### src/rtl/abb_pkg.sv
`timescale 1ns / 1ps

package abb_pkg;

   localparam int PIX_W      = 32;
   localparam int CH_W       = 8;
   localparam int CHANNELS   = 4;
   localparam int SUM_W      = 13;
   localparam int RADIUS_W   = 4;
   localparam int RESULT_LIMIT = 16;

   localparam int MAX_RADIUS_DEF = 15;
   localparam int MAX_WIDTH_DEF  = 4096;

   localparam int CSR_ADDR_W = 3;
   localparam int CSR_DATA_W = 32;
   localparam int CSR_IDX_W  = CSR_ADDR_W - 2;

   localparam logic [RADIUS_W-1:0]  RADIUS_RESET = 4'd5;
   localparam logic [CSR_IDX_W-1:0] REG_RADIUS   = 1'b0;

endpackage

### src/rtl/abb_cell.sv
`timescale 1ns / 1ps

// One tap of the pixel window; shifts toward older taps on each input transfer.
module abb_cell (
   input  logic                     clock,
   input  logic                     shift_en,
   input  logic [abb_pkg::PIX_W-1:0] pixel_in,
   output logic [abb_pkg::PIX_W-1:0] pixel_out
);
   import abb_pkg::*;

   logic [PIX_W-1:0] pixel_ff;
   logic [PIX_W-1:0] pixel_in_mux;

   assign pixel_in_mux = shift_en ? pixel_in : pixel_ff;

   always_ff @(posedge clock) begin
      pixel_ff <= pixel_in_mux;
   end

   assign pixel_out = pixel_ff;

endmodule

### src/rtl/abb_div.sv
`timescale 1ns / 1ps

// Restoring divider, one quotient bit per cycle.
module abb_div #(
   parameter int DIV_W = 5
) (
   input  logic                      clock,
   input  logic                      reset,
   input  logic                      start,
   input  logic [abb_pkg::SUM_W-1:0] dividend,
   input  logic [DIV_W-1:0]          divisor,
   output logic [abb_pkg::CH_W-1:0]  quotient,
   output logic                      done
);
   import abb_pkg::*;

   localparam int CNT_W = $clog2(SUM_W);

   logic [DIV_W-1:0] rem_ff, rem_in;
   logic [SUM_W-1:0] quo_ff, quo_in;
   logic [DIV_W-1:0] dvs_ff, dvs_in;
   logic [CNT_W-1:0] cnt_ff, cnt_in;
   logic             busy_ff, busy_in;
   logic             done_ff, done_in;
   logic [DIV_W:0]   trial;
   logic             ge;

   assign trial = {rem_ff, quo_ff[SUM_W-1]};
   assign ge    = trial >= {1'b0, dvs_ff};

   always_comb begin
      rem_in  = rem_ff;
      quo_in  = quo_ff;
      dvs_in  = dvs_ff;
      cnt_in  = cnt_ff;
      busy_in = busy_ff;
      done_in = done_ff;
      if (start) begin
         rem_in  = '0;
         quo_in  = dividend;
         dvs_in  = divisor;
         cnt_in  = '0;
         busy_in = 1'b1;
         done_in = 1'b0;
      end else if (busy_ff) begin
         rem_in = ge ? DIV_W'(trial - {1'b0, dvs_ff}) : trial[DIV_W-1:0];
         quo_in = {quo_ff[SUM_W-2:0], ge};
         cnt_in = CNT_W'(cnt_ff + 1'b1);
         if (cnt_ff == CNT_W'(SUM_W - 1)) begin
            busy_in = 1'b0;
            done_in = 1'b1;
         end
      end
   end

   always_ff @(posedge clock) begin
      rem_ff <= rem_in;
      quo_ff <= quo_in;
      dvs_ff <= dvs_in;
      cnt_ff <= cnt_in;
      if (reset) begin
         busy_ff <= 1'b0;
         done_ff <= 1'b0;
      end else begin
         busy_ff <= busy_in;
         done_ff <= done_in;
      end
   end

   // a mean never exceeds one channel's range
   assign quotient = quo_ff[CH_W-1:0];
   assign done     = done_ff;

endmodule

### src/rtl/argb_row_box_blur.sv
`timescale 1ns / 1ps

// Each input transfer goes through a scan step and, for every output it releases
// (2R+1 window taps, R = effective radius), sums the taps one per cycle and then divides.
// A new pixel is taken only after all outputs owed by the previous one are computed.
// Synchronous reset clears the sequencer, row counters and result valid; radius resets to 5.
module argb_row_box_blur #(
   parameter int MAX_RADIUS = abb_pkg::MAX_RADIUS_DEF,
   parameter int MAX_WIDTH  = abb_pkg::MAX_WIDTH_DEF
) (
   input  logic                           clock,
   input  logic                           reset,
   // input pixels
   input  logic                           req_tvalid,
   output logic                           req_tready,
   input  logic [abb_pkg::PIX_W-1:0]      req_tdata,   // pixel_in
   input  logic                           req_tlast,   // row_end
   // blurred pixels
   output logic                           rsp_tvalid,
   input  logic                           rsp_tready,
   output logic [abb_pkg::PIX_W-1:0]      rsp_tdata,   // pixel_out
   output logic                           rsp_tlast,   // row_last
   // configuration
   input  logic                           csr_psel,
   input  logic                           csr_penable,
   input  logic                           csr_pwrite,
   input  logic [abb_pkg::CSR_ADDR_W-1:0] csr_paddr,
   input  logic [abb_pkg::CSR_DATA_W-1:0] csr_pwdata,
   output logic [abb_pkg::CSR_DATA_W-1:0] csr_prdata,
   output logic                           csr_pready
);
   import abb_pkg::*;

   localparam int WD    = 2 * MAX_RADIUS + 1;
   localparam int BW    = $clog2(WD);
   localparam int RW    = $clog2(MAX_RADIUS + 1);
   localparam int DIV_W = RW + 1;
   localparam int TW    = $clog2(WD);
   localparam int NW    = $clog2(MAX_WIDTH);
   localparam int CW    = $clog2(MAX_WIDTH + 1);
   localparam int PW    = $clog2(MAX_WIDTH + 4 * MAX_RADIUS + 2) + 1;
   localparam int KW    = $clog2(RESULT_LIMIT + 1);

   typedef enum logic [3:0] {
      ST_IDLE = 4'b0001,
      ST_SCAN = 4'b0010,
      ST_ACC  = 4'b0100,
      ST_DIV  = 4'b1000
   } state_type;

   state_type state_ff, state_in;

   logic [RADIUS_W-1:0] radius_ff, radius_in;
   logic [RW-1:0]       r_ff, r_in;
   logic [NW-1:0]       seen_ff, seen_in;
   logic [CW-1:0]       sent_ff, sent_in;
   logic [KW-1:0]       count_ff, count_in;
   logic                end_ff, end_in;
   logic [TW-1:0]       tap_ff, tap_in;
   logic [PIX_W-1:0]    first_ff, first_in;
   logic [SUM_W-1:0]    acc_ff [CHANNELS];
   logic [SUM_W-1:0]    acc_in [CHANNELS];
   logic [SUM_W-1:0]    acc_next [CHANNELS];
   logic                rsp_valid_ff, rsp_valid_in;
   logic [PIX_W-1:0]    rsp_data_ff, rsp_data_in;
   logic                rsp_last_ff, rsp_last_in;

   logic                accept;
   logic                csr_wr;
   logic [CSR_IDX_W-1:0] csr_idx;
   logic [PIX_W-1:0]    cell_q [WD];
   logic [PW-1:0]       sent_p, n_p, r_p;
   logic signed [PW-1:0] pos, pos_c, back_full;
   logic [BW-1:0]       back;
   logic [PIX_W-1:0]    tap_pix;
   logic                need;
   logic                last_tap;
   logic                div_start;
   logic [DIV_W-1:0]    divisor;
   logic [CH_W-1:0]     quo [CHANNELS];
   logic [CHANNELS-1:0] div_done;
   logic                out_free;
   logic [RW-1:0]       r_eff;

   // ---------------- configuration ----------------
   assign csr_idx    = csr_paddr[CSR_ADDR_W-1:2];
   assign csr_wr     = csr_psel && csr_penable && csr_pwrite;
   assign csr_pready = 1'b1;

   always_comb begin
      radius_in = radius_ff;
      if (csr_wr && csr_idx == REG_RADIUS) begin
         radius_in = csr_pwdata[RADIUS_W-1:0];
      end
   end

   always_comb begin
      unique case (csr_idx)
         REG_RADIUS: csr_prdata = CSR_DATA_W'(radius_ff);
         default:    csr_prdata = '0;
      endcase
   end

   // ---------------- window chain ----------------
   assign accept     = req_tvalid && req_tready;
   assign req_tready = (state_ff == ST_IDLE);

   for (genvar k = 0; k < WD; k++) begin : g_cell
      abb_cell u_cell (
         .clock     (clock),
         .shift_en  (accept),
         .pixel_in  ((k == 0) ? req_tdata : cell_q[(k == 0) ? 0 : k - 1]),
         .pixel_out (cell_q[k])
      );
   end

   // ---------------- tap selection ----------------
   assign sent_p = PW'(sent_ff);
   assign n_p    = PW'(seen_ff);
   assign r_p    = PW'(r_ff);

   always_comb begin
      pos       = $signed(sent_p) - $signed(r_p) + $signed(PW'(tap_ff));
      pos_c     = (pos > $signed(n_p)) ? $signed(n_p) : pos;
      back_full = $signed(n_p) - pos_c;
      if ($unsigned(back_full) > PW'(WD - 1)) begin
         back = BW'(WD - 1);
      end else begin
         back = BW'($unsigned(back_full));
      end
      // positions before the row start read the row's first pixel
      tap_pix = (pos < 0) ? first_ff : cell_q[back];
   end

   for (genvar c = 0; c < CHANNELS; c++) begin : g_acc
      assign acc_next[c] = acc_ff[c] +
                           SUM_W'(tap_pix[CH_W*(CHANNELS-1-c) +: CH_W]);
   end

   assign need = (count_ff < KW'(RESULT_LIMIT)) && (sent_p <= n_p) &&
                 (end_ff || (sent_p + r_p <= n_p));
   assign last_tap  = (32'(tap_ff) == 32'(r_ff) * 2);
   assign div_start = (state_ff == ST_ACC) && last_tap;
   assign divisor   = {r_ff, 1'b1};
   assign out_free  = !rsp_valid_ff || rsp_tready;

   always_comb begin
      if (32'(radius_ff) > 32'(MAX_RADIUS)) begin
         r_eff = RW'(MAX_RADIUS);
      end else begin
         r_eff = RW'(radius_ff);
      end
   end

   // ---------------- sequencer ----------------
   always_comb begin
      state_in     = state_ff;
      r_in         = r_ff;
      seen_in      = seen_ff;
      sent_in      = sent_ff;
      count_in     = count_ff;
      end_in       = end_ff;
      tap_in       = tap_ff;
      first_in     = first_ff;
      acc_in       = acc_ff;
      rsp_valid_in = rsp_valid_ff && !rsp_tready;
      rsp_data_in  = rsp_data_ff;
      rsp_last_in  = rsp_last_ff;

      unique case (state_ff)
         ST_IDLE: begin
            if (accept) begin
               r_in     = r_eff;
               end_in   = req_tlast || (32'(seen_ff) >= 32'(MAX_WIDTH - 1));
               count_in = '0;
               if (seen_ff == '0) begin
                  first_in = req_tdata;
               end
               state_in = ST_SCAN;
            end
         end
         ST_SCAN: begin
            if (need) begin
               tap_in = '0;
               for (int c = 0; c < CHANNELS; c++) begin
                  acc_in[c] = '0;
               end
               state_in = ST_ACC;
            end else begin
               if (end_ff) begin
                  seen_in = '0;
                  sent_in = '0;
               end else begin
                  seen_in = NW'(seen_ff + 1'b1);
               end
               state_in = ST_IDLE;
            end
         end
         ST_ACC: begin
            acc_in = acc_next;
            tap_in = TW'(tap_ff + 1'b1);
            if (last_tap) begin
               state_in = ST_DIV;
            end
         end
         ST_DIV: begin
            if (div_done[0] && out_free) begin
               rsp_valid_in = 1'b1;
               for (int c = 0; c < CHANNELS; c++) begin
                  rsp_data_in[CH_W*(CHANNELS-1-c) +: CH_W] = quo[c];
               end
               rsp_last_in = end_ff && (sent_p == n_p);
               sent_in     = CW'(sent_ff + 1'b1);
               count_in    = KW'(count_ff + 1'b1);
               state_in    = ST_SCAN;
            end
         end
         default: state_in = ST_IDLE;
      endcase
   end

   for (genvar c = 0; c < CHANNELS; c++) begin : g_div
      abb_div #(
         .DIV_W (DIV_W)
      ) u_div (
         .clock    (clock),
         .reset    (reset),
         .start    (div_start),
         .dividend (acc_next[c]),
         .divisor  (divisor),
         .quotient (quo[c]),
         .done     (div_done[c])
      );
   end

   always_ff @(posedge clock) begin
      r_ff        <= r_in;
      end_ff      <= end_in;
      tap_ff      <= tap_in;
      first_ff    <= first_in;
      acc_ff      <= acc_in;
      rsp_data_ff <= rsp_data_in;
      rsp_last_ff <= rsp_last_in;
      if (reset) begin
         state_ff     <= ST_IDLE;
         radius_ff    <= RADIUS_RESET;
         seen_ff      <= '0;
         sent_ff      <= '0;
         count_ff     <= '0;
         rsp_valid_ff <= 1'b0;
      end else begin
         state_ff     <= state_in;
         radius_ff    <= radius_in;
         seen_ff      <= seen_in;
         sent_ff      <= sent_in;
         count_ff     <= count_in;
         rsp_valid_ff <= rsp_valid_in;
      end
   end

   assign rsp_tvalid = rsp_valid_ff;
   assign rsp_tdata  = rsp_data_ff;
   assign rsp_tlast  = rsp_last_ff;

endmodule
### config.mk
export PLATFORM = sky130hd
export DESIGN_NAME = argb_row_box_blur
export DESIGN_NICKNAME = d
export VERILOG_FILES = /design/src/rtl/abb_pkg.sv /design/src/rtl/abb_cell.sv /design/src/rtl/abb_div.sv /design/src/rtl/argb_row_box_blur.sv
export SDC_FILE = /design/constraint.sdc
export NUM_CORES = 2
export LEC_CHECK = 0
export BUFFER_PORTS_ARGS = -buffer_cell sky130_fd_sc_hd__buf_4
export CAP_MARGIN = 20
export CORE_ASPECT_RATIO = 0.9
export CORE_UTILIZATION = 30
export CTS_BUF_LIST = sky130_fd_sc_hd__clkbuf_4
export DETAILED_ROUTE_END_ITERATION = 8
export PLACE_DENSITY = 0.49
export SETUP_SLACK_MARGIN = 0.2
export SLEW_MARGIN = 20
export SYNTH_ARGS = -nofsm -noshare
export SYNTH_HDL_FRONTEND = slang
export SYNTH_SLANG_ARGS = --single-unit
### constraint.sdc
create_clock -name clock -period 76.5 [get_ports clock]
set_clock_uncertainty 0.2 [all_clocks]
set_input_delay 15.3 -clock clock [delete_from_list [all_inputs] [get_ports clock]]
set_output_delay 15.3 -clock clock [all_outputs]
set_load 0.01 [all_outputs]
Word-level counts from Yosys, hierarchy flattened:

Index checks and enable logic that the tools add are counted.

* bits in latches: 0
* register bits after elaboration: 1255
* output and inout port bits: 68
* memories kept: 0
* ROM bits: 0
* input bits: 75
* RAM bits: 0

* muxes and demuxes: 50
* equal/unequal tests: 16
* divide/modulo/power cells: 0
* $mul: 0
* add/sub/neg operators: 20
* $lt $le $gt $ge: 12
* reduce and logical (&&, ||, !) cells: 33
* shift-type cells: 0
* bitwise operators: 3

Operator list (number)
* 32-bit binary-select mux with 5-bit select: 1
* 13-bit two-way mux: 11
* 52-bit one-hot mux with 2 select lines: 1
* 32-bit two-way mux: 3
* 13-bit by 8-bit adder with 13-bit output: 4
* 52-bit two-way mux: 1
* 5-bit two-way mux: 8
* 13-bit one-hot mux with 2 select lines: 1
* 6-bit by 5-bit greater-or-equal comparator with 1-bit output: 4
* 4-bit equality test, second input constant: 5
* 5-bit one-hot mux with 2 select lines: 2
* 5-bit subtractor: 4
* 4-bit by 1-bit adder with 4-bit output, second input constant: 4
* 4-bit two-way mux: 4
* 4-bit one-hot mux with 4 select lines: 1
* 13-bit by 4-bit adder with 14-bit output: 1
* 14-bit by 6-bit adder with 14-bit output: 1
* 14-bit by 13-bit greater-than comparator with 1-bit output: 1
* 14-bit by 5-bit greater-than comparator with 1-bit output, second input constant: 1
* 14-bit by 12-bit <= comparator with 1-bit output: 1
* 14-bit by 1-bit < comparator with 1-bit output, second input constant: 1
* 1-bit two-way mux: 14
* 14-bit two-way mux: 1
* 2-bit nonzero test: 7
* other kinds (28): 52

Longest topological paths before layout:

* depth after elaboration: 14
* depth in mapped cells: 53
* gate-level depth less buffers: 49

Modules after synthesis:

Synthesis repeated with hierarchy kept, for this count alone.

* cells, all modules: 3887
* area, all modules: 55592.1 sq um

By module, submodules not included
* abb_cell: times used 31, area an instance 960.9 sq um, cells an instance 32
* argb_row_box_blur: times used 1, area an instance 19967.9 sq um, cells an instance 2403
* abb_div: times used 4, area an instance 1458.9 sq um, cells an instance 123

Worst setup path before layout:

OpenSTA, ideal clock, no wires.

* path kind: input-to-reg
* start: input req_tvalid
* end: register first_ff[0] (enable)
* path buffers: 0
* stages on the path: 4
* path slack: 36428 ps
* arrival time: 39360 ps
* required time: 75787 ps
* library setup time: 513 ps
* path through: nand2_1 -> inv_1 -> nand3_1 -> nor4b_1

* cells in the longest elaborated chain, start to end: 2

Ends and longest elaborated chain
* start, declared: line argb_row_box_blur.sv:14 `input logic req_tvalid,`
* 1-bit logical AND: line argb_row_box_blur.sv:105 `assign accept = req_tvalid && req_tready;`
* net accept: line argb_row_box_blur.sv:68 `logic accept;`
* 3-bit AND reduction (no line)
* end signal, assigned: line argb_row_box_blur.sv:240 `first_ff <= first_in;`
* end, declared: line argb_row_box_blur.sv:60 `logic [PIX_W-1:0] first_ff, first_in;`

The timed path passes the listed nets, and every way through them passes these cells.
A chain may end at the register's enable or synchronous reset.

Worst setup path after layout:

* start: input csr_paddr[2] (netlist bit)
* end: output csr_prdata[1] (netlist bit)

* cells in the longest elaborated chain, start to end: 1

Ends and longest elaborated chain
* start, declared: line argb_row_box_blur.sv:27 `input logic [abb_pkg::CSR_ADDR_W-1:0] csr_paddr,`
* 4-bit two-way mux: line argb_row_box_blur.sv:98 `unique case (csr_idx)`
* end, declared: line argb_row_box_blur.sv:29 `output logic [abb_pkg::CSR_DATA_W-1:0] csr_prdata,`

No other way between the ends.

==> run metrics <==
status completed; Post-CTS Hold Fix Bufs 0; clock transition at the registers of the reported paths 0.07 ns; GR Layer Usage met2 23.86%; Pins Over Slew Limit 0; prevailing post-synth register cell edfxtp_1; largest net degree at the start of global routing 179; drt via density 4.998; hold_sp g_cell[18].u_cell.pixel_out[8]; top post-synthesis cells by area edfxtp_1 (65%), mux2i_1 (3.7%), ha_1 (3.3%); Final HPWL DP 86.30 mm; Hold Crit Endpoint g_cell[19].u_cell.pixel_out[8]; flop and latch count out of synthesis 1255; drt drc 0; CP required between 60 and 70 ns; wire per inst 21.81 um; Most Crowded Layer GR met2; Max-Cap Viols 0; maximum root-to-sink buffer count 4; Clock Latency Late Sink 1.28 ns; Period minus WS final 31.18 ns; Pint 1.191 mW; leakage 22.13 nW; FFs w/ async S/R, synth 0%; area leader, netlist edfxtp_1; Site Rows 147; total CTS buffers 347; unrepaired setup endpoints after global routing no; layout cells sized above 1 a little under a fifth; met3 usage 3.360%; worst-margin pin slew 1.117 ns; R2R setup slack 63.26 ns; startpoint types input port; Post-Syn Instances 3905; count of input and output buffers 83; grt total ovfl 0; # H-tree levels 5; net switching share of the total power 26.66%; worst r2r dst g_div[3].u_div.quo_ff[12]; Seq/Total Area, Yosys between 60% and 70%; Synth top area share 65.05%; antenna violations before repair 8; final WL 148.9 mm; non-filler cells, final slightly below 7000; combinational power share 10.4%; die area 182500 sq um; P_sw 0.4330 mW; Top Ports 143; Final setup viols 0; Layout fillers 17450; Final Hold Fails 0; Fmax ~32 MHz; CTS sink count 1255; initial core utilization 30.31%; Final period util 40.76%; Setup Buffers After CTS 0; maximum VDD drop 0.01838 mV; pwr/cell area 26.25 nW/um^2; DRT iter0 DRCs 3174; root buf cell clkbuf_4; Post-Place Cells 6250; Hold Path Stages 0; Synth cell types 91; number of global-route vias before repair roughly 34000; GP Congestion 0.7541; CP endpoint kind primary output; Final #Nets 4446; core area 179000 sq um; CTS tree built; Critical Path AT between 15 and 20 ns; ANT nets after route 0; Hold/Removal Path Class reg2reg; Initial DRT Pass Iterations 6; Vias 34120; DIE HEIGHT 405.4 um; Yosys warnings 0; gr usage total 16.15%; setup_tns 0 ns; RR Startpoint sent_ff[1]; Post-synth EDFFs 1175; post-cts resize count 0; depth of the most critical reg-to-reg path 50; syn avg cell area 13.89 sq um; Fin Hold WS around 0.18 ns; crit path max fanout 5; Netlist Area Pre-Place 54240 sq um; clock share of power 36.8%; P&R area growth vs syn 14.04%; Slew headroom 25.57%; power share of the sequential group 52.8%; critical path type in2out; Die W approximately 450 um; met1 Usage GRT a little under a quarter; first-pass GRT wire length approximately 220 mm
[routing by layer]
layer,vias up,wire length [um],share of wire (%)
li1,15720,-,-
met1,17030,70100,47
met2,1057,65430,44
met3,301,9001,6.0
met4,0,4360,2.9
met5,-,0,0
[per-stage QoR]
| step | instance area, sq um | util [%] | power, mW | worst slack, ns |
|---|---|---|---|---|
| 2_1_floorplan | 54340 | - | 1.021 | 36.43 |
| 3_3_place_gp | 57700 | 32.24 | 1.040 | 45.33 |
| 3_5_place_dp | 57700 | 32.24 | 1.042 | 45.31 |
| 4_1_cts | 61830 | 34.55 | 1.645 | 45.31 |
| 5_1_grt | 61860 | 34.56 | 1.699 | 45.28 |
| 6_report | 61860 | 34.56 | 1.624 | 45.32 |
[cell usage after synthesis (all sizes together), types with 77 or more instances]
cell	count
clkbuf	127
nand2	338
ha	142
mux2i	198
edfxtp	1175
nand3	77
nor2	228
buf	104
a21oi	250
dfxtp	80
o21ai	208
inv	112
[worst max-delay path by stage]
stage,from,endpoint,cells after the start
3_3_place_gp,csr_paddr[2],csr_prdata[0],3
2_1_floorplan,req_tvalid,first_ff[0],4
3_5_place_dp,csr_paddr[2],csr_prdata[1],3
4_1_cts,csr_paddr[2],csr_prdata[1],3
5_1_grt,csr_paddr[2],csr_prdata[2],3
6_report,csr_paddr[2],csr_prdata[1],3
[power by group through the flow]
stage / combinational [mW] / clock [mW] / sequential (mW)
final: 0.170 / 0.597 / 0.857
after global routing: 0.184 / 0.650 / 0.864
after CTS: 0.171 / 0.617 / 0.858
after detailed placement: 0.171 / 0 / 0.871
after global placement: 0.170 / 0 / 0.870
after floorplan: 0.108 / 0 / 0.914
[critical path, cell delays in order]
cell and delay [ns]:
buf_4 0.13, nor2b_1 0.12, buf_4 0.13
[flip-flops by register name (all words and copies together), names as in the netlist]
name                     count
acc_ff                      52
end_ff                       1
seen_ff                     12
rsp_tdata                   32
sent_ff                     13
state_ff                     4
g_div.u_div.rem_ff          20
g_div.u_div.done             1
g_div.u_div.quo_ff          52
g_div.u_div.dvs_ff           4
g_cell.u_cell.pixel_out    992
tap_ff                       5
rsp_tvalid                   1
r_ff                         4
g_div.u_div.busy_ff          4
g_div.u_div.cnt_ff          16
r_eff                        4
rsp_tlast                    1
count_ff                     5
first_ff                    32
[area by class of cell]
type	count	area, sq um	share of cell area [%]
flip-flops and latches	1255	36890	59.63
clock buffers	502	3769	6.093
repair buffers	165	1318	2.130
clock inverters	66	362.8	0.5866
inverters	114	435.4	0.7039
multi-input cells	2332	16080	26.00
diodes	8	20.02	0.03236
well taps	2384	2983	4.822
[cell usage in the layout (no fill, tap or decap), types with 19 or more instances in the layout]
cell type,instances
edfxtp_1,1175
clkbuf_4,502
nand2_1,336
a21oi_1,250
nor2_1,225
o21ai_0,204
mux2i_1,198
buf_4,158
ha_1,141
inv_1,109
dfxtp_1,80
nand3_1,72
xnor2_1,71
a211oi_1,57
clkinv_1,57
a21o_1,56
mux2_2,54
a31oi_1,47
nand4_1,43
nor3_1,41
xor2_1,37
a221oi_1,32
conb_1,29
o221ai_1,28
nor2b_1,27
o21a_1,24
o211ai_1,23
o22ai_1,23
nand2b_1,20
nor4_1,19
a311oi_1,19
[kinds of logic (layout without fill, tap and decap cells)]
family | count (synthesis) | after routing | share of synthesized area, %
flops | 1255 | 1255 | 68.00
compound gates | 894 | 894 | 10.66
simple gates | 871 | 871 | 7.361
buf+inv | 345 | 847 | 2.807
mux | 270 | 270 | 5.522
fa+ha+maj | 156 | 156 | 3.792
xor+xnor | 112 | 112 | 1.836
other cells | 2 | 37 | 0.01385
Note: power is estimated with default switching activity, not from simulation.
